**config.mk**
```make
export PLATFORM = sky130hd
export DESIGN_NAME = dq_ctrl
export DESIGN_NICKNAME = d
export VERILOG_FILES = /design/src/dq_pkg.sv /design/src/dq_ctrl.sv
export SDC_FILE = /design/constraint.sdc
export NUM_CORES = 1
export LEC_CHECK = 0
export BUFFER_PORTS_ARGS = -buffer_cell sky130_fd_sc_hd__buf_2
export CAP_MARGIN = 15
export CORE_ASPECT_RATIO = 2
export CORE_UTILIZATION = 37
export DETAILED_ROUTE_END_ITERATION = 10
export SYNTH_ARGS = -nofsm -noshare
export SYNTH_HDL_FRONTEND = slang
export SYNTH_SLANG_ARGS = --single-unit
```
**constraint.sdc**
```tcl
create_clock -name clk -period 3.65 [get_ports clk]
set_clock_uncertainty 0.1 [all_clocks]
set_input_delay 0.365 -clock clk [delete_from_list [all_inputs] [get_ports clk]]
set_output_delay 0.365 -clock clk [all_outputs]
set_load 0.01 [all_outputs]
```
**src/dq_pkg.sv**
```systemverilog
`timescale 1ns / 1ps

package dq_pkg;

  // Field widths of the request and result words.
  localparam int MODE_W = 3;
  localparam int DATA_W = 32;
  localparam int IDX_W  = 10;
  localparam int OCC_W  = 11;
  localparam int STAT_W = 2;

  // Stream word widths, rounded up to whole bytes.
  localparam int S_TDATA_W = 48;
  localparam int M_TDATA_W = 48;

  // Defaults for the top-level parameters.
  localparam int DEPTH_DEF      = 1024;
  localparam int ITEM_WIDTH_DEF = 32;

  // Operation requested.
  typedef enum logic [MODE_W-1:0] {
    MODE_PUSH_FRONT = 3'd0,
    MODE_PUSH_BACK  = 3'd1,
    MODE_POP_FRONT  = 3'd2,
    MODE_POP_BACK   = 3'd3,
    MODE_PEEK_FRONT = 3'd4,
    MODE_PEEK_BACK  = 3'd5,
    MODE_READ_IDX   = 3'd6,
    MODE_WRITE_IDX  = 3'd7
  } mode_t;

  // Result status.
  typedef enum logic [STAT_W-1:0] {
    ST_OK    = 2'd0,
    ST_FULL  = 2'd1,
    ST_EMPTY = 2'd2,
    ST_RANGE = 2'd3
  } status_t;

  // Result fields known when the request is decoded.
  typedef struct packed {
    logic             rd;
    status_t          status;
    logic [OCC_W-1:0] occupancy;
  } meta_t;

endpackage

```
**src/dq_ctrl.sv**
```systemverilog
`timescale 1ns / 1ps

module dq_ctrl #(
  parameter int DEPTH      = 1024,
  parameter int ITEM_WIDTH = 32
) (
  input  logic                        clk,
  input  logic                        rst,
  input  logic                        fire,
  input  dq_pkg::mode_t               mode,
  input  logic [dq_pkg::DATA_W-1:0]   item,
  input  logic [dq_pkg::IDX_W-1:0]    index,
  output logic                        mem_en,
  output logic                        mem_we,
  output logic [$clog2(DEPTH)-1:0]    mem_addr,
  output logic [ITEM_WIDTH-1:0]       mem_wdata,
  output dq_pkg::meta_t               meta
);

  import dq_pkg::*;

  localparam int AW = $clog2(DEPTH);
  localparam int CW = $clog2(DEPTH + 1);
  localparam int XW = CW + IDX_W;
  localparam logic [AW:0]   DEPTH_A = (AW + 1)'(DEPTH);
  localparam logic [CW-1:0] DEPTH_C = CW'(DEPTH);
  localparam logic [AW-1:0] LAST_A  = AW'(DEPTH - 1);

  logic [AW-1:0] front;
  logic [AW-1:0] front_next;
  logic [CW-1:0] count;
  logic [CW-1:0] count_next;
  logic [AW-1:0] offset;
  logic [AW:0]   sum;
  logic [AW-1:0] slot;
  logic          full;
  logic          empty;
  logic          in_range;
  logic          access;
  logic          write;
  logic          use_front_dec;
  logic          rd;
  status_t       status;

  assign full     = (count == DEPTH_C);
  assign empty    = (count == '0);
  assign in_range = (XW'(index) < XW'(count));

  // Physical slot of a logical position: one compare and subtract.
  assign sum  = {1'b0, front} + {1'b0, offset};
  assign slot = (sum >= DEPTH_A) ? AW'(sum - DEPTH_A) : AW'(sum);

  // Decode the request against the current front and count.
  always_comb begin
    offset        = '0;
    front_next    = front;
    count_next    = count;
    access        = 1'b0;
    write         = 1'b0;
    use_front_dec = 1'b0;
    rd            = 1'b0;
    status        = ST_OK;
    case (mode)
      MODE_PUSH_FRONT: begin
        if (full) begin
          status = ST_FULL;
        end else begin
          access        = 1'b1;
          write         = 1'b1;
          use_front_dec = 1'b1;
          front_next    = (front == '0) ? LAST_A : front - 1'b1;
          count_next    = count + 1'b1;
        end
      end
      MODE_PUSH_BACK: begin
        offset = AW'(count);
        if (full) begin
          status = ST_FULL;
        end else begin
          access     = 1'b1;
          write      = 1'b1;
          count_next = count + 1'b1;
        end
      end
      MODE_POP_FRONT, MODE_PEEK_FRONT: begin
        offset = AW'(1);
        if (empty) begin
          status = ST_EMPTY;
        end else begin
          access = 1'b1;
          rd     = 1'b1;
          if (mode == MODE_POP_FRONT) begin
            front_next = slot;
            count_next = count - 1'b1;
          end
        end
      end
      MODE_POP_BACK, MODE_PEEK_BACK: begin
        offset = AW'(count - 1'b1);
        if (empty) begin
          status = ST_EMPTY;
        end else begin
          access = 1'b1;
          rd     = 1'b1;
          if (mode == MODE_POP_BACK) begin
            count_next = count - 1'b1;
          end
        end
      end
      MODE_READ_IDX, MODE_WRITE_IDX: begin
        offset = AW'(index);
        if (!in_range) begin
          status = ST_RANGE;
        end else begin
          access = 1'b1;
          write  = (mode == MODE_WRITE_IDX);
          rd     = (mode == MODE_READ_IDX);
        end
      end
      default: begin
        status = ST_OK;
      end
    endcase
  end

  // Memory access; the front reads sit at the current front slot.
  always_comb begin
    mem_en    = fire && access;
    mem_we    = write;
    mem_wdata = ITEM_WIDTH'(item);
    if (use_front_dec) begin
      mem_addr = front_next;
    end else if (mode == MODE_POP_FRONT || mode == MODE_PEEK_FRONT) begin
      mem_addr = front;
    end else begin
      mem_addr = slot;
    end
  end

  assign meta.rd        = rd;
  assign meta.status    = status;
  assign meta.occupancy = OCC_W'(count_next);

  // Front position and stored count.
  always_ff @(posedge clk) begin
    if (rst) begin
      front <= '0;
      count <= '0;
    end else if (fire) begin
      front <= front_next;
      count <= count_next;
    end
  end

endmodule

```
Word-level counts from Yosys, hierarchy flattened
Index checks and enable logic that the tools add are counted.
{ "word_totals": {"reg_bits": 21, "in_bits": 48, "output_inout_bits": 58, "elab_cells": 55} }
{ "classes": {"add_sub_neg": 5, "order_cmp": 2, "eq_ne": 8, "muxes": 28, "reduce_logical": 10} }
{ "ops": {"columns": ["op", "count"], "rows": [
  ["$mux 10", 7],
  ["$mux 11", 5],
  ["$pmux 10 s4", 1],
  ["$pmux 11 s3", 1],
  ["$pmux 10 s2", 1],
  ["$sub 10x1->10 const B", 2],
  ["$eq 3x3->1 const B", 4],
  ["$add 10x10->11", 1],
  ["$add 11x1->11 const B", 1],
  ["$eq 11x11->1 const B", 1],
  ["$ge 11x11->1 const B", 1],
  ["$logic_not 11->1", 1],
  ["$lt 10x11->1", 1],
  ["$sub 11x1->11 const B", 1],
  ["$logic_not 10->1", 1],
  ["$reduce_or 2->1", 4],
  ["$mux 1", 7],
  ["$eq 3x2->1 const B", 2],
  ["$pmux 2 s3", 1],
  ["$mux 2", 2],
  ["$pmux 1 s2", 2],
  ["$reduce_or 4->1", 1],
  ["$eq 3x1->1 const B", 1],
  ["$logic_not 3->1", 1],
  ["other kinds (3)", 3]
]} }

Logic depth before layout (Yosys ltp)
{ "logic_depth": {"word_depth": 10, "ltp_mapped": 16, "mapped_depth_nobuf": 15} }

Worst setup path after synthesis
Ideal clock, no wire load.
{ "synth_path": {"path_kind": "input port to output port", "startpoint": "input mode[2]", "endpoint": "output mem_addr[9]", "arrival_ns": 3.256, "required_time_ns": 3.185, "path_slack_ns": -0.071, "path_stages": 16, "n_path_buf": 3, "path_cell_list": "clkbuf_1 -> clkbuf_1 -> buf_1 -> nor2_1 -> a22o_1 -> nand2_1 -> o21a_1 -> inv_1 -> ha_1 -> a211oi_1 -> o21bai_1 -> or3_1 -> a31oi_1 -> o21ai_0 -> xnor2_1 -> a21o_1"} }
{ "synth_via": {"elab_chain_cells": 10, "word_cells_on_any_way": 23, "classes_between": "2 x add/sub; 1 x order compare; 7 x eq/ne; 8 x mux; 5 x reduce/logical"} }
{ "synth_rtl": {"columns": ["item", "line", "source"], "rows": [
  ["start: declaration", "dq_ctrl.sv:10", "input dq_pkg::mode_t mode,"],
  ["$eq 3x3->1 (tied with other cells)", "dq_ctrl.sv:63", "case (mode)"],
  ["$reduce_or 2->1", "dq_ctrl.sv:63", null],
  ["$pmux 10 s4", "dq_ctrl.sv:63", null],
  ["$add 10x10->11", "dq_ctrl.sv:50", "assign sum = {1'b0, front} + {1'b0, offset};"],
  ["$sub 10x1->10 or $ge 11x11->1 (tied branches)", "dq_ctrl.sv:51", "assign slot = (sum >= DEPTH_A) ? AW'(sum - DEPTH_A) : AW'(sum);"],
  ["$mux 10", "dq_ctrl.sv:51", null],
  ["$mux 10", "dq_ctrl.sv:92", "if (mode == MODE_POP_FRONT) begin"],
  ["$mux 10", "dq_ctrl.sv:87", "if (empty) begin"],
  ["$pmux 10 s2", "dq_ctrl.sv:63", null],
  ["$mux 10 *", "dq_ctrl.sv:131", "if (use_front_dec) begin"],
  ["end: declaration", "dq_ctrl.sv:15", "output logic [$clog2(DEPTH)-1:0] mem_addr,"]
]} }
Every way passes the cells marked *; elsewhere a longest branch is shown, timed or not.

Worst setup path in the final report
{ "layout_path": {"startpoint": "register count[1]", "endpoint": "output mem_addr[7]"} }
{ "layout_via": {"elab_chain_cells": 9, "word_cells_on_any_way": 16, "classes_between": "3 x add/sub; 1 x order compare; 1 x eq/ne; 10 x mux; 1 x reduce/logical"} }
{ "layout_rtl": {"columns": ["item", "line", "source"], "rows": [
  ["start: declaration", "dq_ctrl.sv:31", "logic [CW-1:0] count;"],
  ["start signal: assignment", "dq_ctrl.sv:151", "count <= count_next;"],
  ["$sub 11x1->11", null, null],
  ["$pmux 10 s4", "dq_ctrl.sv:63", null],
  ["$add 10x10->11", "dq_ctrl.sv:50", null],
  ["$sub 10x1->10 or $ge 11x11->1 (tied branches)", "dq_ctrl.sv:51", null],
  ["$mux 10", "dq_ctrl.sv:51", null],
  ["$mux 10", "dq_ctrl.sv:92", null],
  ["$mux 10", "dq_ctrl.sv:87", null],
  ["$pmux 10 s2", "dq_ctrl.sv:63", null],
  ["$mux 10 *", "dq_ctrl.sv:131", null]
]} }
Marks and branches as above.

==> impl_metrics.json <==
{
  "max_freq_mhz": 271,
  "worstMarginPinSlew_ns": 0.691,
  "rsz0062_at_grt": "yes",
  "drive_above_1_share_pct": 26.5,
  "p_total_mw": 1.33,
  "grt_usage_pct": 25.6,
  "placed_cell_area_sq_um": 3540,
  "mostFrequentLayoutCell": "nor2_1",
  "area_growth_syn_to_layout_pct": 16.4,
  "clock_path_buffers": 2,
  "hold_viol_final": 0,
  "max-vdd-ir-drop_uv": 165,
  "final_antenna_net_count": 0,
  "die_w_microns": 68.8,
  "yosysWarningCount": 0,
  "grt_pass1_wl_mm": 17.8,
  "setup_violations": 3,
  "globalplace.congestion": 0.899,
  "detail_route.vias_per_cell": 6.09,
  "vias": 3624,
  "wirelength_mm": 11.6,
  "placementRows": 48,
  "async_flop_share_pct": 0,
  "cts_tree": "built",
  "drt_pass1_iterations": 7,
  "synth_nets": 544,
  "start_kind": "register",
  "clk_latency_ns": 0.27,
  "overflow": 0,
  "combPwrFrac_pct": 59.7,
  "grt_pass1_vias": 3596,
  "drc_errors": 0,
  "power_frac_seq_pct": 21.2,
  "synth_cells": 473,
  "hp-class": "in2reg",
  "n_antenna_cell": 0,
  "hold-worst-slack_ns": 0.462,
  "relSlewSlack_pct": 53.7,
  "synth_edf_count": 0,
  "dieArea_sq_um": 9320,
  "place_inst": 588,
  "crit_path_cell_trace": "buf_6, or4_4, nor2_4, maj3_2, a21oi_2, a22o_1, ha_4, or3_4, a31oi_4, xnor2_2, a22o_1, a21o_1, buf_2",
  "p_int_mw": 0.759,
  "ios": 106,
  "cts.clk_slew.worst_paths_ns": 0.06,
  "cts_buffers": 3,
  "nNetsFinal": 567,
  "cp-end-kind": "primary output",
  "ys_seq_area_share_pct": 12.7,
  "wl_per_cell_microns": 19.4,
  "most-common-layout-cells": "48 x nor2_1, 42 x nand2_1, 41 x buf_2",
  "stdcell_count": 595,
  "switching_power_mw": 0.575,
  "critPathMaxFanout": 6,
  "violations": "negative setup slack",
  "hpwlAfterDp_mm": 8.77,
  "switching_share_pct": 43.1,
  "start_util_pct": 38.2,
  "cts_sinks": 21,
  "antenna_found_initial": 0,
  "setup_slack_ns": -0.0384,
  "arrival_ns": 3.22,
  "synth_area_sq_um": 3300,
  "post-route-min-period_ns": 3.69,
  "max_cap_viol_count": 0,
  "fp.coreArea_sq_um": 8650,
  "ys_types": 68,
  "cpMostUsedCell": "a22o_1",
  "grt_max_degree": 29,
  "drt_iter0_drc": 336,
  "critical_path_class": "reg2out",
  "period_share_pct": 101,
  "clockRootBuffer": "clkbuf_16",
  "ys_seq_elements": 21,
  "slowest_delay_ns": 0.56,
  "die_y_microns": 136,
  "status": "finished, violations left",
  "slew_violations": 0,
  "post-route-util_pct": 44.4,
  "avgSynthCellArea_sq_um": 6.98,
  "multi_input_area_sq_um": 2590,
  "portBuffers": 41,
  "regArea_sq_um": 424,
  "final.setup.tns_ns": -0.0910,
  "powerDensity_nw_per_um2": 347,
  "htree_levels": 1,
  "synth_ff_type": "dfxtp_1",
  "holdBufCountCts": 0,
  "fill_cells": 928,
  "pre_cts_ws_ns": -0.0186,
  "p_clk_share_pct": 19.1,
  "postLayoutCellArea_sq_um": 3840,
  "power.leakage_nw": 1.61,
  "required_ns": 3.18,
  "cp_slowest_cell": "or4_4"
}
[cells in the mapped netlist, drive strengths merged (4+ instances only)]
cell type,instances,area (sq um)
a31oi,11,68.8
o22ai,5,31.3
a21o,6,45.0
a2111oi,4,35.0
and2,6,38.8
clkbuf,21,90.1
inv,17,63.8
nor2b,8,50.1
nor3,11,76.3
nor2,49,184
a211oi,13,97.6
dfxtp,21,420
mux2i,4,40.0
a22o,9,78.8
and3,8,51.3
maj3,7,70.1
nor4,7,50.1
a21oi,33,165
xor2,4,35.0
ha,22,275
nand3,15,75.1
o21a,8,60.1
xnor2,15,131
o21ai,31,155
o31ai,4,30.0
buf,41,293
nand2,42,158
[what timing repair did]
item,4_1_cts,5_1_grt
endpoints found under the setup margin,3,6
setup buffers,2,3
resized for setup,19,24
pin swaps,14,17
[path summary, 6_finish.rpt]
path / from / depth (start not counted) / endpoint / slack (ns)
setup / recovery: count[1] / 13 / mem_addr[7] / -0.04
hold / removal: rst / 2 / count[3] / 0.46
setup reg to reg: count[1] / 13 / front[9] / 0.50
hold reg to reg: front[8] / 2 / front[8] / 0.49
[metal layers]
metal  part of all wire (%)  global-route usage, %  vias to the layer above
li1                       -                      -                     1731
met1                     34                   24.4                     1667
met2                     54                   46.6                      163
met3                    4.9                   3.03                       63
met4                    7.8                   19.6                        0
met5                      0                      0                        -
[critical path, delay by kind of cell, from the launching register on]
family | cells | cell delay [ns]
DFF | 1 | 0.33
buffers and inverters | 2 | 0.26
AOI/OAI and AO/OA | 5 | 0.83
adders and majority gates | 2 | 0.36
and+or+nand+nor | 3 | 1.07
xor gates and xnor gates | 1 | 0.10
[final cells by class]
| cell class | instances | share of cell area [%] |
|---|---|---|
| clock buffer | 4 | 2.05 |
| inverter | 18 | 1.76 |
| multi-input combinational | 370 | 67.5 |
| sequential | 21 | 11.0 |
| tap | 100 | 3.26 |
| timing repair buffer | 82 | 14.4 |
[power by group through the flow]
stage          logic [mW]  registers [mW]  clock network, mW
2_1_floorplan       0.518           0.269                  0
3_3_place_gp        0.703           0.282                  0
3_5_place_dp        0.712           0.282                  0
4_1_cts             0.748           0.279              0.262
5_1_grt             0.866           0.286              0.270
6_report            0.796           0.283              0.255
[kinds of logic after synthesis]
kind of cell	after synthesis	share of synthesized area, %
adder cells (fa/ha/maj)	30	11.1
AO/OA/AOI/OAI	150	30.3
multiplexers	4	1.21
flip-flops	21	12.7
AND/OR/NAND/NOR	167	25.4
buffers and inverters	82	14.3
XOR/XNOR	19	5.04
[flip-flops by register name, summed over array words and instances (netlist names)]
signal  count
front      10
count      11
Power figures use the tool's default switching activity.
